## config.mk

```make
export PLATFORM = sky130hd
export DESIGN_NAME = cmct_ctrl
export DESIGN_NICKNAME = d
export VERILOG_FILES = /design/src/design/cmct_pkg.sv /design/src/design/cmct_ctrl.sv
export SDC_FILE = /design/constraint.sdc
export NUM_CORES = 1
export LEC_CHECK = 0
export BUFFER_PORTS_ARGS = -buffer_cell sky130_fd_sc_hd__buf_2
export CAP_MARGIN = 20
export CORE_AREA = 3 3 40 42
export CTS_BUF_LIST = sky130_fd_sc_hd__clkbuf_2
export DETAILED_ROUTE_END_ITERATION = 10
export DIE_AREA = 0 0 43 45
export GPL_ROUTABILITY_DRIVEN = 0
export SLEW_MARGIN = 20
export SYNTH_ARGS = -nofsm -noshare
export SYNTH_HDL_FRONTEND = slang
export SYNTH_SLANG_ARGS = --single-unit
```

## constraint.sdc

```tcl
create_clock -name clk -period 1.05 [get_ports clk]
set_clock_uncertainty 0.15 [all_clocks]
set_input_delay 0.21 -clock clk [delete_from_list [all_inputs] [get_ports clk]]
set_output_delay 0.21 -clock clk [all_outputs]
set_load 0.05 [all_outputs]
```

## src/design/cmct_pkg.sv

```systemverilog
// ----------------------------------------------------------------------------
// cmct_pkg
// shared sizes, payload types, register indexes and control structs for the
// context model counter table
// ----------------------------------------------------------------------------
package cmct_pkg;

    localparam int NUM_CONTEXTS = 65536;
    localparam int NUM_SYMBOLS  = 4;
    localparam int COUNT_BITS   = 16;

    localparam int CTX_BITS   = $clog2(NUM_CONTEXTS);
    localparam int SYM_SLOTS  = 4;
    localparam int SYM_BITS   = 2;
    localparam int REG_BITS   = 16;
    localparam int FREQ_BITS  = 32;
    localparam int TOTAL_BITS = 34;
    localparam int CFG_IDX_BITS = 2;

    localparam logic [CFG_IDX_BITS-1:0] CFG_MAX_COUNT = 2'd0;
    localparam logic [CFG_IDX_BITS-1:0] CFG_ALPHA_NUM = 2'd1;
    localparam logic [CFG_IDX_BITS-1:0] CFG_ALPHA_DEN = 2'd2;

    typedef logic [NUM_SYMBOLS-1:0][COUNT_BITS-1:0] row_t;

    typedef struct packed {
        logic                opcode;
        logic [15:0]         context_index;
        logic [SYM_BITS-1:0] symbol;
    } in_t;

    typedef struct packed {
        logic [FREQ_BITS-1:0]  freq_0;
        logic [FREQ_BITS-1:0]  freq_1;
        logic [FREQ_BITS-1:0]  freq_2;
        logic [FREQ_BITS-1:0]  freq_3;
        logic [TOTAL_BITS-1:0] total;
    } out_t;

    typedef struct packed {
        logic capture;
        logic clear_en;
        logic read_en;
        logic mul_en;
        logic add_en;
        logic total_en;
    } cmd_t;

    typedef struct packed {
        logic clear_last;
    } status_t;

endpackage

```

## src/design/cmct_ctrl.sv

```systemverilog
// ----------------------------------------------------------------------------
// cmct_ctrl
// sequencer: clearing pass after reset, then read, multiply, add and total
// steps for each item
// ----------------------------------------------------------------------------
module cmct_ctrl
    import cmct_pkg::*;
(
    input  logic    clk,
    input  logic    rst_n,
    input  logic    start,
    input  status_t status,
    output cmd_t    cmd,
    output logic    busy,
    output logic    done
);

    localparam logic [2:0] ST_CLEAR = 3'd0;
    localparam logic [2:0] ST_IDLE  = 3'd1;
    localparam logic [2:0] ST_READ  = 3'd2;
    localparam logic [2:0] ST_MUL   = 3'd3;
    localparam logic [2:0] ST_ADD   = 3'd4;
    localparam logic [2:0] ST_TOT   = 3'd5;

    logic [2:0] state_reg;
    logic [2:0] state_next;
    logic       done_reg;
    logic       accept;

    assign busy   = !(state_reg == ST_IDLE || state_reg == ST_TOT);
    assign accept = start && !busy;

    always_comb
    begin
        state_next = state_reg;
        case (state_reg)
            ST_CLEAR:
            begin
                if (status.clear_last)
                begin
                    state_next = ST_IDLE;
                end
            end
            ST_IDLE:
            begin
                if (accept)
                begin
                    state_next = ST_READ;
                end
            end
            ST_READ:  state_next = ST_MUL;
            ST_MUL:   state_next = ST_ADD;
            ST_ADD:   state_next = ST_TOT;
            ST_TOT:   state_next = accept ? ST_READ : ST_IDLE;
            default:  state_next = ST_CLEAR;
        endcase
    end

    always_ff @(posedge clk or negedge rst_n)
    begin
        if (!rst_n)
        begin
            state_reg <= ST_CLEAR;
            done_reg  <= 1'b0;
        end
        else
        begin
            state_reg <= state_next;
            done_reg  <= (state_reg == ST_TOT);
        end
    end

    assign cmd.capture  = accept;
    assign cmd.clear_en = (state_reg == ST_CLEAR);
    assign cmd.read_en  = (state_reg == ST_READ);
    assign cmd.mul_en   = (state_reg == ST_MUL);
    assign cmd.add_en   = (state_reg == ST_ADD);
    assign cmd.total_en = (state_reg == ST_TOT);
    assign done         = done_reg;

endmodule

```

Word-level counts from Yosys, hierarchy flattened
Cells that the tools add are included.
{"block": "word_totals", "regBits": 4, "output_inout_bits": 8}
{"block": "op_classes", "eq_ne": 7, "mux": 4, "n_reduce_logical": 5}
{"op": "$pmux W3 S6", "count": 1}
{"op": "$eq A3 B2 Y1 const B", "count": 2}
{"op": "$eq A3 B3 Y1 const B", "count": 2}
{"op": "$mux W3", "count": 2}
{"op": "$ne A2 B2 Y1 const B", "count": 2}
{"op": "$eq A3 B1 Y1 const B", "count": 1}
{"op": "$logic_not A3 Y1", "count": 1}
{"op": "$mux W2", "count": 1}
{"op": "$reduce_and A2 Y1", "count": 1}
{"op": "$logic_and A1 B1 Y1", "count": 1}
{"op": "$logic_not A1 Y1", "count": 1}
{"op": "$logic_or A1 B1 Y1", "count": 1}

Logic depth before layout (Yosys ltp)
Gate-level depths: netlist of the first run.
{"block": "depth", "ltp_word": 5, "depth_mapped": 2, "mapped_depth_nobuf": 2}

Worst setup path after synthesis of the first run
OpenSTA, ideal clock, no wires.
{"block": "synth_timing", "kind": "reg2reg", "startpoint": "register state_reg[0]", "endpoint": "register state_reg[2]", "setup_ps": 78, "t_arrival_ps": 1870, "required_ps": 822, "slack_ps": -1048, "path_stages_with_launch": 3, "period_less_slack_ps": 2098, "path_cell_list": "dfrtp_1 -> nor3b_1 -> o21bai_1"}
{"item": "from (decl)", "line_no": "cmct_ctrl.sv:25", "text": "logic [2:0] state_reg;"}
{"item": "from (signal assigned)", "line_no": "cmct_ctrl.sv:68", "text": "state_reg <= state_next;"}

==> results.md, run 1 <==
- Synth top cells by count: dfrtp_1 (4), inv_1 (2), nor2_1 (2), nor3b_1 (2)
- Reg-to-reg endpoint: state_reg[1]
- DRC: 0
- CTS H-tree depth: 1
- Top-count cell post-synth: dfrtp_1
- Top-area cell type share of the netlist area: 0.523
- Setup Viol. Count Final: 12
- Sum Neg Setup Slack: -3400 ps
- Leading area contributor after synthesis: dfrtp_1
- Clk_lat worst skew: 210 ps
- Fraction of final layout cells sized beyond drive strength 1: 0.816
- Synth area leaders: dfrtp_1 (52%), nor3b_1 (7.8%), a221oi_1 (4.6%)
- Row cnt: 13
- Max-slew violation total from the final report: 0
- Hold WC Path Type: input port to flop
- CTS max path bufs: 2
- Pin count of the biggest net entering global routing: 8
- Cells after synthesis: 19
- Worst-path clk slew: 60 ps
- Crit start category: flop
- Post-synthesis mux area share: 0
- WHS Endpoint: state_reg[0]
- First-pass GRT wire length: 1.05 mm
- Area taken by multi-input logic gates: approximately 140 um^2
- Simple-Gate Fraction of Synth Area: 0.275
- Antenna Cells: 0
- Slowest stage delay, CP: 500 ps
- Max-slew headroom: 0.836
- FILL cells: 129
- DRT antenna net count: 0
- Area grow syn2layout: 133%
- Clock Sinks: 4
- RSZ-0062 raised after global routing: true
- Die area: 1940 um^2
- Num CTS Buffers: 3
- Via count: 208
- Failing checks: setup timing
- Core Util, Final: 0.347
- Pre-antenna DRT Iters: 2
- Synthesized area: around 190 um^2
- Synth Area in Compound Gates: 0.124
- Post-synth net total: 23
- Fmax: ~670 MHz
- Number of global-route vias before repair: between 200 and 250
- Mean number of vias per cell: a little under 4
- Sequential cell area: 104 um^2
- Fin cells: 53
- Hold_sp: status
- Crit-path cells: nor3_4, buf_6
- Min Clock Period, post-route: ~1500 ps
- Port Buffers: 11
- Worst-Margin Slew: 246 ps
- CP top delay family: flip-flops
- Syn avg cell area: slightly above 10 um^2
- Post-route setup slack: -445 ps
- Post-synth EDFFs: 0
- Clock tree from TritonCTS: yes
- Final Hold Fails: 0
- Max reg flops: 3
- Core Area: 1280 um^2
- Slowest CP cell: dfrtp_2
- I/O pin total: 12
- Die height: 45 um
- Inst Count DP: 47
- Hold path cells: 3
- Critical R2R Launch: state_reg[0]
- Status: complete, but fails checks
- Yosys cell types: 13
- Initial DRC Count: 1
- Largest family of logic cells by synthesized area: simple AND/OR/NAND/NOR gates
- Async SR Flop Fraction: 1.00
- CP bufs+invs: 1
- Initial core utilization: 0.149
- R2R Setup Slk: -180 ps
- CP Capture Type: output pin
- Synth Area in XOR/XNOR: 0
- CP Class: flop to output pin
- Wire per inst: 10.5 um
- Syn. warnings: 0
- MaxCap Viol Count: 0
- Initial antenna violation count: 0
- Sequential area share after synthesis: 0.523
- Die X: 43 um
- CTS root buffer: clkbuf_2
- GRT Total Usage: 0.0786
- Worst R2R Path Depth: 2
- Tcrit/Tclk final: 1.42
- Predominant post-synthesis flop cell: dfrtp_1
- Crit path DAT: between 1000 and 1500 ps
- Fin nets: between 40 and 50
- Global route overflow: 0
- Flops & latches, synth: 4
- CP required: 690 ps
- Drt total wl: 555 um
- Adder-cell area share of the yosys netlist: 0
- Worst-path maximum fanout: 7
[metrics by stage]
| stage | area (um^2) | setup WS, ps | hold slack, ps |
|---|---|---|---|
| CTS | 434 | -461 | 58.8 |
| finish | 445 | -445 | 78.6 |
| global placement | 340 | -296 | -128 |
| detailed placement | 340 | -310 | -128 |
| floorplan | 255 | -383 | -236 |
| global route | 445 | -519 | 60.2 |
[worst max-delay path by stage]
stage	start	endpoint	slack, ps	cells after the start
global route	state_reg[1]	cmd[0]	-520	3
CTS	state_reg[0]	cmd[1]	-460	2
floorplan	state_reg[0]	state_reg[0]	-380	2
detailed placement	state_reg[1]	cmd[0]	-310	3
finish	state_reg[0]	cmd[4]	-450	2
global placement	state_reg[1]	cmd[0]	-300	3
[repair_timing]
| item | CTS | global route |
|---|---|---|
| hold buffers | 1 | 0 |
| pin swaps | 2 | 1 |
| endpoints found under the hold margin | 4 | 0 |
| endpoints found under the setup margin | 11 | 12 |
| buffers inserted | 1 | 0 |
| resized for setup | 17 | 5 |
| cloned | 0 | 0 |
[routing by layer]
| layer | up-vias | share of wire | wire length [um] | GRT usage |
|---|---|---|---|---|
| met5 | - | 0 | 0 | 0 |
| met4 | 0 | 0 | 0 | 0.0181 |
| met3 | 0 | 0.16 | 87 | 0.0757 |
| met2 | 15 | 0.39 | 216 | 0.0958 |
| met1 | 91 | 0.45 | 251 | 0.0976 |
| li1 | 102 | - | - | - |
[worst register-to-register path, delay by kind of cell, from the launching register on]
family / cells / cell delay [ps]
and+or+nand+nor: 2 / 470
DFF: 1 / 500
[placed cells by master (no fill, tap or decap), types with 2 or more instances in the layout]
cell type / count
buf_6: 8
inv_1: 2
buf_2: 3
nor3b_4: 2
dfrtp_2: 3
buf_4: 3
nor2_4: 2
clkbuf_2: 4
[cell type report]
| class | instances | area share |
|---|---|---|
| Timing Repair Buffer | 16 | 0.343 |
| Sequential cell | 4 | 0.233 |
| Tap cell | 15 | 0.0421 |
| Multi-Input combinational cell | 12 | 0.320 |
| Clock buffer | 4 | 0.0449 |
| Inverter | 2 | 0.0169 |
[logic make-up after synthesis]
logic type             count (synthesis)
flip-flops                             4
AND/OR/NAND/NOR                        9
AO/OA/AOI/OAI                          3
buffers and inverters                  3
Power of run 1 is left out: the tool's default activity adds up to more than one toggle a clock period on the data nets, which glitch-free logic cannot reach.
==> run 2: changes to the inputs <==
--- a/config.mk
+++ b/config.mk
@@ -5,6 +5,7 @@
 export SDC_FILE = /design/constraint.sdc
 export NUM_CORES = 1
 export LEC_CHECK = 0
+export ABC_AREA = 1
 export BUFFER_PORTS_ARGS = -buffer_cell sky130_fd_sc_hd__buf_2
 export CAP_MARGIN = 20
 export CORE_AREA = 3 3 40 42
==> results.md, run 2 <==
- Wire length on met2: 333 um
- Syn avg cell area: 6.86 um^2
- Post-synthesis mux area share: 0
- Synth area leaders: dfrtp_1 (42%), inv_1 (11%), nand2_1 (11%)
- Sequential area share after synthesis: 0.417
- Yosys cell types: 13
- CP required: 690 ps
- Antenna Cells: 0
- Setup Viol. Count Final: 10
- Min Clock Period, post-route: 1490 ps
- Synth Area in Compound Gates: 0.0625
- Final Cell Area: 547 um^2
- Row cnt: 13
- Tcrit/Tclk final: 1.42
- DRT antenna net count: 0
- Slowest CP cell: dfrtp_2
- Initial antenna violation count: 0
- Clock Sinks: 4
- Adder-cell area share of the yosys netlist: 0
- Crit-path cells: nor2_4, inv_4, nor2_4, buf_6
- Leading area contributor after synthesis: dfrtp_1
- Sum Neg Setup Slack: -3470 ps
- WL met1: around 280 um
- Peak VDD IR: 2.05 mV
- Synth top cells by count: inv_1 (7), nand2_1 (7), nor2_1 (6)
- Worst R2R Path Depth: 8
- Die area: 1940 um^2
- Post-synth net total: 39
- CTS root buffer: clkbuf_2
- Max reg flops: 3
- R2R Setup Slk: -330 ps
- Crit path DAT: 1130 ps
- Simple-Gate Fraction of Synth Area: 0.365
- Status: complete, but fails checks
- Clock tree from TritonCTS: yes
- Post-synth EDFFs: 0
- Drt total wl: 684 um
- Top cell by count, worst path: nor2_4
- Worst-path maximum fanout: 5
- Clk_lat worst skew: 200 ps
- Comb power frac: 0.774
- CP top delay family: flip-flops
- MaxCap Viol Count: 0
- Critical R2R Launch: state_reg[1]
- PD cells: roughly 3500 nW/um^2
- Predominant post-synthesis flop cell: dfrtp_1
- Initial DRC Count: 8
- Fraction of final layout cells sized beyond drive strength 1: 0.700
- Top sig layer: met3
- Synthesized area: 240 um^2
- Switching power total: ~1.0 mW
- CTS H-tree depth: 1
- Max-slew violation total from the final report: 0
- Leak Pwr: roughly 0.27 nW
- Commonest non-fill, non-tap cell in the layout: buf_4
- Die height: 45 um
- Synth Area in XOR/XNOR: 0
- Wire per inst: 9.12 um
- Switching share of power: 0.519
- Failing checks: setup timing
- Core Area: 1280 um^2
- CP bufs+invs: 2
- I/O pin total: 12
- Port Buffers: 11
- Most frequent cells in the layout: buf_4 (9), buf_6 (7), nor2_4 (5), nand2_1 (5), inv_1 (4)
- Worst-Margin Slew: roughly 200 ps
- Fin nets: 66
- Global route overflow: 0
- CP Capture Type: output pin
- CTS max path bufs: 2
- Power Total: 1.93 mW
- Die X: about 43 um
- GRT Total Usage: 0.0912
- Cells after synthesis: 35
- Final Hold Fails: 0
- DP Area: about 400 um^2
- Top-area cell type share of the netlist area: 0.417
- Hold WC Path Type: input port to async pin
- CP Class: flop to output pin
- Num CTS Buffers: 3
- Mean number of vias per cell: just over 4
- Flops & latches, synth: 4
- Via count: about 310
- Sequential power share: 0.154
- Worst-path clk slew: roughly 40 ps
- Largest family of logic cells by synthesized area: simple AND/OR/NAND/NOR gates
- First-pass GRT wire length: 1.26 mm
- Async SR Flop Fraction: 1.00
- Area grow syn2layout: 128%
- Crit start category: flop
- Fmax: 673 MHz
- Syn. warnings: 0
- Pre-antenna DRT Iters: 4
- DR WL met3: between 60 and 70 um
- Post-route setup slack: -436 ps
- DRC: 0
- Number of global-route vias before repair: 292
- Clock share of power: 0.072
- Pint: 929 uW
- Slowest stage delay, CP: 450 ps
- Initial core utilization: 0.187
- Pin count of the biggest net entering global routing: 6
- Max-slew headroom: 0.867
- RSZ-0062 raised after global routing: true
- HPWL after DPL: 477 um
- Worst Hold Slack: 188 ps
- Reg-to-reg endpoint: state_reg[0]
## run 2: changes by cell type after synthesis, sizes merged, moves of 2 or more
cell	change
o21ai	+2
nand2	+7
nor3b	-2
nand3	+2
inv	+6
nor2	+6
## run 2: stage by stage
step	setup slack (ps)	std cells	utilization
3_3_place_gp	-335	68	0.310
5_1_grt	-522	75	0.426
2_1_floorplan	-519	35	-
6_report	-436	75	0.426
3_5_place_dp	-341	68	0.310
4_1_cts	-436	74	0.404
## run 2: timing repair
action	4_1_cts	5_1_grt
hold buffers	1	0
hold endpoints to repair	4	0
pin swaps	2	2
setup endpoints to repair	11	11
resized for setup	27	6
setup buffers	2	1
## run 2: power groups by stage
stage / registers (mW) / logic [mW] / clock network [mW]
6_report: 0.298 / 1.50 / 0.139
5_1_grt: 0.313 / 1.60 / 0.160
4_1_cts: 0.294 / 1.40 / 0.148
3_5_place_dp: 0.279 / 1.08 / 0
3_3_place_gp: 0.279 / 1.07 / 0
2_1_floorplan: 0.323 / 0.695 / 0
## run 2: worst max path at each step
stage	from	endpoint	slack, ps	cells past startpoint
floorplan	state_reg[0]	cmd[5]	-520	5
global placement	state_reg[1]	cmd[1]	-330	4
detailed placement	state_reg[1]	cmd[0]	-340	4
CTS	state_reg[2]	cmd[3]	-440	4
global route	state_reg[0]	cmd[4]	-520	3
finish	state_reg[1]	cmd[0]	-440	4
## run 2: cell families (layout without fill, tap and decap cells)
family,Yosys count,count (layout)
and+or+nand+nor,19,19
DFF,4,4
AOI/OAI and AO/OA,3,3
buffers and inverters,9,34
## run 2: worst reg2reg max path, stage by stage, from the launching register on
cell and delay (ps):
dfrtp_2 450, nor2_4 160, buf_4 120, buf_4 110
nand2_2 50, nand2_1 90, inv_1 50, nand2_1 50
nand2_1 50
## run 2: final cells by class
type,count,area [um^2]
timing repair buffer,23,221
clock buffer,3,15.0
fill,138,738
tap,15,18.8
inverter,8,36.3
multi-input combinational,22,154
sequential,4,101
## run 2: routing by layer
| metal | vias to the layer above | GRT usage |
|---|---|---|
| li1 | 155 | - |
| met1 | 137 | 0.108 |
| met2 | 13 | 0.141 |
| met3 | 0 | 0.0478 |
| met4 | 0 | 0.0361 |
| met5 | - | 0 |
No activity file was read; power rests on OpenSTA's default activity.
==> run 3: changes to the inputs <==
--- a/config.mk
+++ b/config.mk
@@ -13,6 +13,7 @@
 export DETAILED_ROUTE_END_ITERATION = 10
 export DIE_AREA = 0 0 43 45
 export GPL_ROUTABILITY_DRIVEN = 0
+export SKIP_LAST_GASP = 1
 export SLEW_MARGIN = 20
 export SYNTH_ARGS = -nofsm -noshare
 export SYNTH_HDL_FRONTEND = slang
==> results.md, run 3 (synthesis results as in run 2) <==
- Status: complete, but fails checks
- Failing checks: setup timing
- DRC: 0
- Top Usage Layer GRT: met2
- Final Hold Fails: 0
- Antenna Cells: 0
- Power Total: 1.92 mW
- Tcrit/Tclk final: 1.41
- Clock share of power: 0.072
- Pre-antenna DRT Iters: 4
- MaxCap Viol Count: 0
- Fin cells: 75
- Inst Count DP: 68
- Peak VDD IR: 2.05 mV
- Min Clock Period, post-route: 1490 ps
- Clk_lat worst skew: 200 ps
- Leak Pwr: 0.269 nW
- Core Util, Final: 0.422
- GRT Total Usage: 0.0912
- FILL cells: 138
- Post-route setup slack: -435 ps
- Critical R2R Launch: state_reg[1]
- Wire per inst: 9.13 um
- Die X: 43 um
- Hold WC Path Type: input port to async pin
- Global route overflow: 0
- Fin nets: 66
- Clock tree from TritonCTS: yes
- Met2 GRT Util: 0.141
- Area taken by multi-input logic gates: 149 um^2
- Core Area: 1280 um^2
- Worst-path clk slew: 40 ps
- Number of global-route vias before repair: 292
- CTS H-tree depth: 1
- First-pass GRT wire length: 1.26 mm
- Pint: slightly above 900 uW
- Pre-CTS setup slack: -341 ps
- RSZ-0062 raised after global routing: true
- Mean number of vias per cell: a little over 4
- Worst R2R Path Depth: 8
- Sequential cell area: 101 um^2
- Crit path DAT: 1130 ps
- Commonest non-fill, non-tap cell in the layout: buf_4
- CTS root buffer: clkbuf_2
- Worst-Margin Slew: around 200 ps
- Worst-path maximum fanout: 5
- Max-slew violation total from the final report: 0
- Reg-to-reg endpoint: state_reg[0]
- Max-slew headroom: 0.867
- Pin count of the biggest net entering global routing: 6
- Crit start category: flop
- Via count: 305
- Clock Sinks: 4
- Setup Viol. Count Final: 10
- PD cells: approximately 3500 nW/um^2
- Die area: 1940 um^2
- Comb power frac: 0.773
- CTS max path bufs: 2
- CP Capture Type: output pin
- CP required: 690 ps
- Fmax: about 670 MHz
- M1 GR Usage: 0.108
- Worst Hold Slack: 188 ps
- Met3 Use GR: 0.0478
- Sequential power share: 0.155
- I/O pin total: 12
- Max reg flops: 3
- DRT antenna net count: 0
- HPWL after DPL: 477 um
- Fraction of final layout cells sized beyond drive strength 1: 0.700
- Row cnt: 13
- Num CTS Buffers: 3
- CP startpoint: state_reg[1]
- Most frequent cells in the layout: buf_4 (9), buf_6 (7), nand2_1 (5)
- CP Capture Point: cmd[5]
- Area grow syn2layout: 126%
- Port Buffers: 11
- Initial core utilization: 0.187
- Initial antenna violation count: 0
- R2R Setup Slk: -330 ps
- Die height: 45 um
- CP Class: flop to output pin
- Initial DRC Count: 8
- Switching share of power: 0.518
- Switching power total: ~1000 uW
- Drt total wl: just under 700 um
==> run 3: critical path, stage by stage (launching register included) <==
cell and delay (ps):
dfrtp_2 450, nor2_4 160, inv_4 60, nor2_2 90, buf_6 160
==> run 3: cell type report <==
class                   instances  area share
clock buffers                   3      0.0277
inverters                       8      0.0670
multi-input cells              22       0.275
flip-flops and latches          4       0.187
well taps                      15      0.0346
repair buffers                 23       0.409
==> run 3: how the worst min path moves through the flow <==
stage / depth (start not counted) / end / from / slack (ps)
5_1_grt: 2 / done / rst_n / 180
3_3_place_gp: 1 / state_reg[1] / rst_n / -130
3_5_place_dp: 1 / done / rst_n / -130
2_1_floorplan: 0 / done / rst_n / -240
6_report: 2 / state_reg[0] / rst_n / 190
4_1_cts: 2 / done / rst_n / 180
==> run 3: repair_timing <==
action | CTS | global route
gates resized for setup | 27 | 5
hold buffers | 1 | 0
pin swaps | 2 | 2
hold endpoints to repair | 4 | 0
buffers inserted | 2 | 1
setup endpoints to repair | 11 | 11
==> run 3: layer usage <==
layer | share of wire | vias up | routed length [um]
met3 | 0.099 | 0 | 68
met1 | 0.41 | 137 | 284
li1 | - | 155 | -
met5 | 0 | - | 0
met4 | 0 | 0 | 0
met2 | 0.48 | 13 | 332
==> run 3: stage by stage <==
stage / TNS [ps] / instance area (um^2)
after floorplan: -3460 / 259
after global placement: -2330 / 398
after detailed placement: -2420 / 398
after CTS: -3490 / 519
after global routing: -4250 / 542
final: -3480 / 542
==> run 3: power groups by stage <==
stage	Sequential, mW	Clock, mW	Combinational (mW)
after global placement	0.279	0	1.07
after floorplan	0.323	0	0.695
after detailed placement	0.279	0	1.08
final	0.298	0.139	1.48
after CTS	0.294	0.148	1.40
after global routing	0.313	0.160	1.58
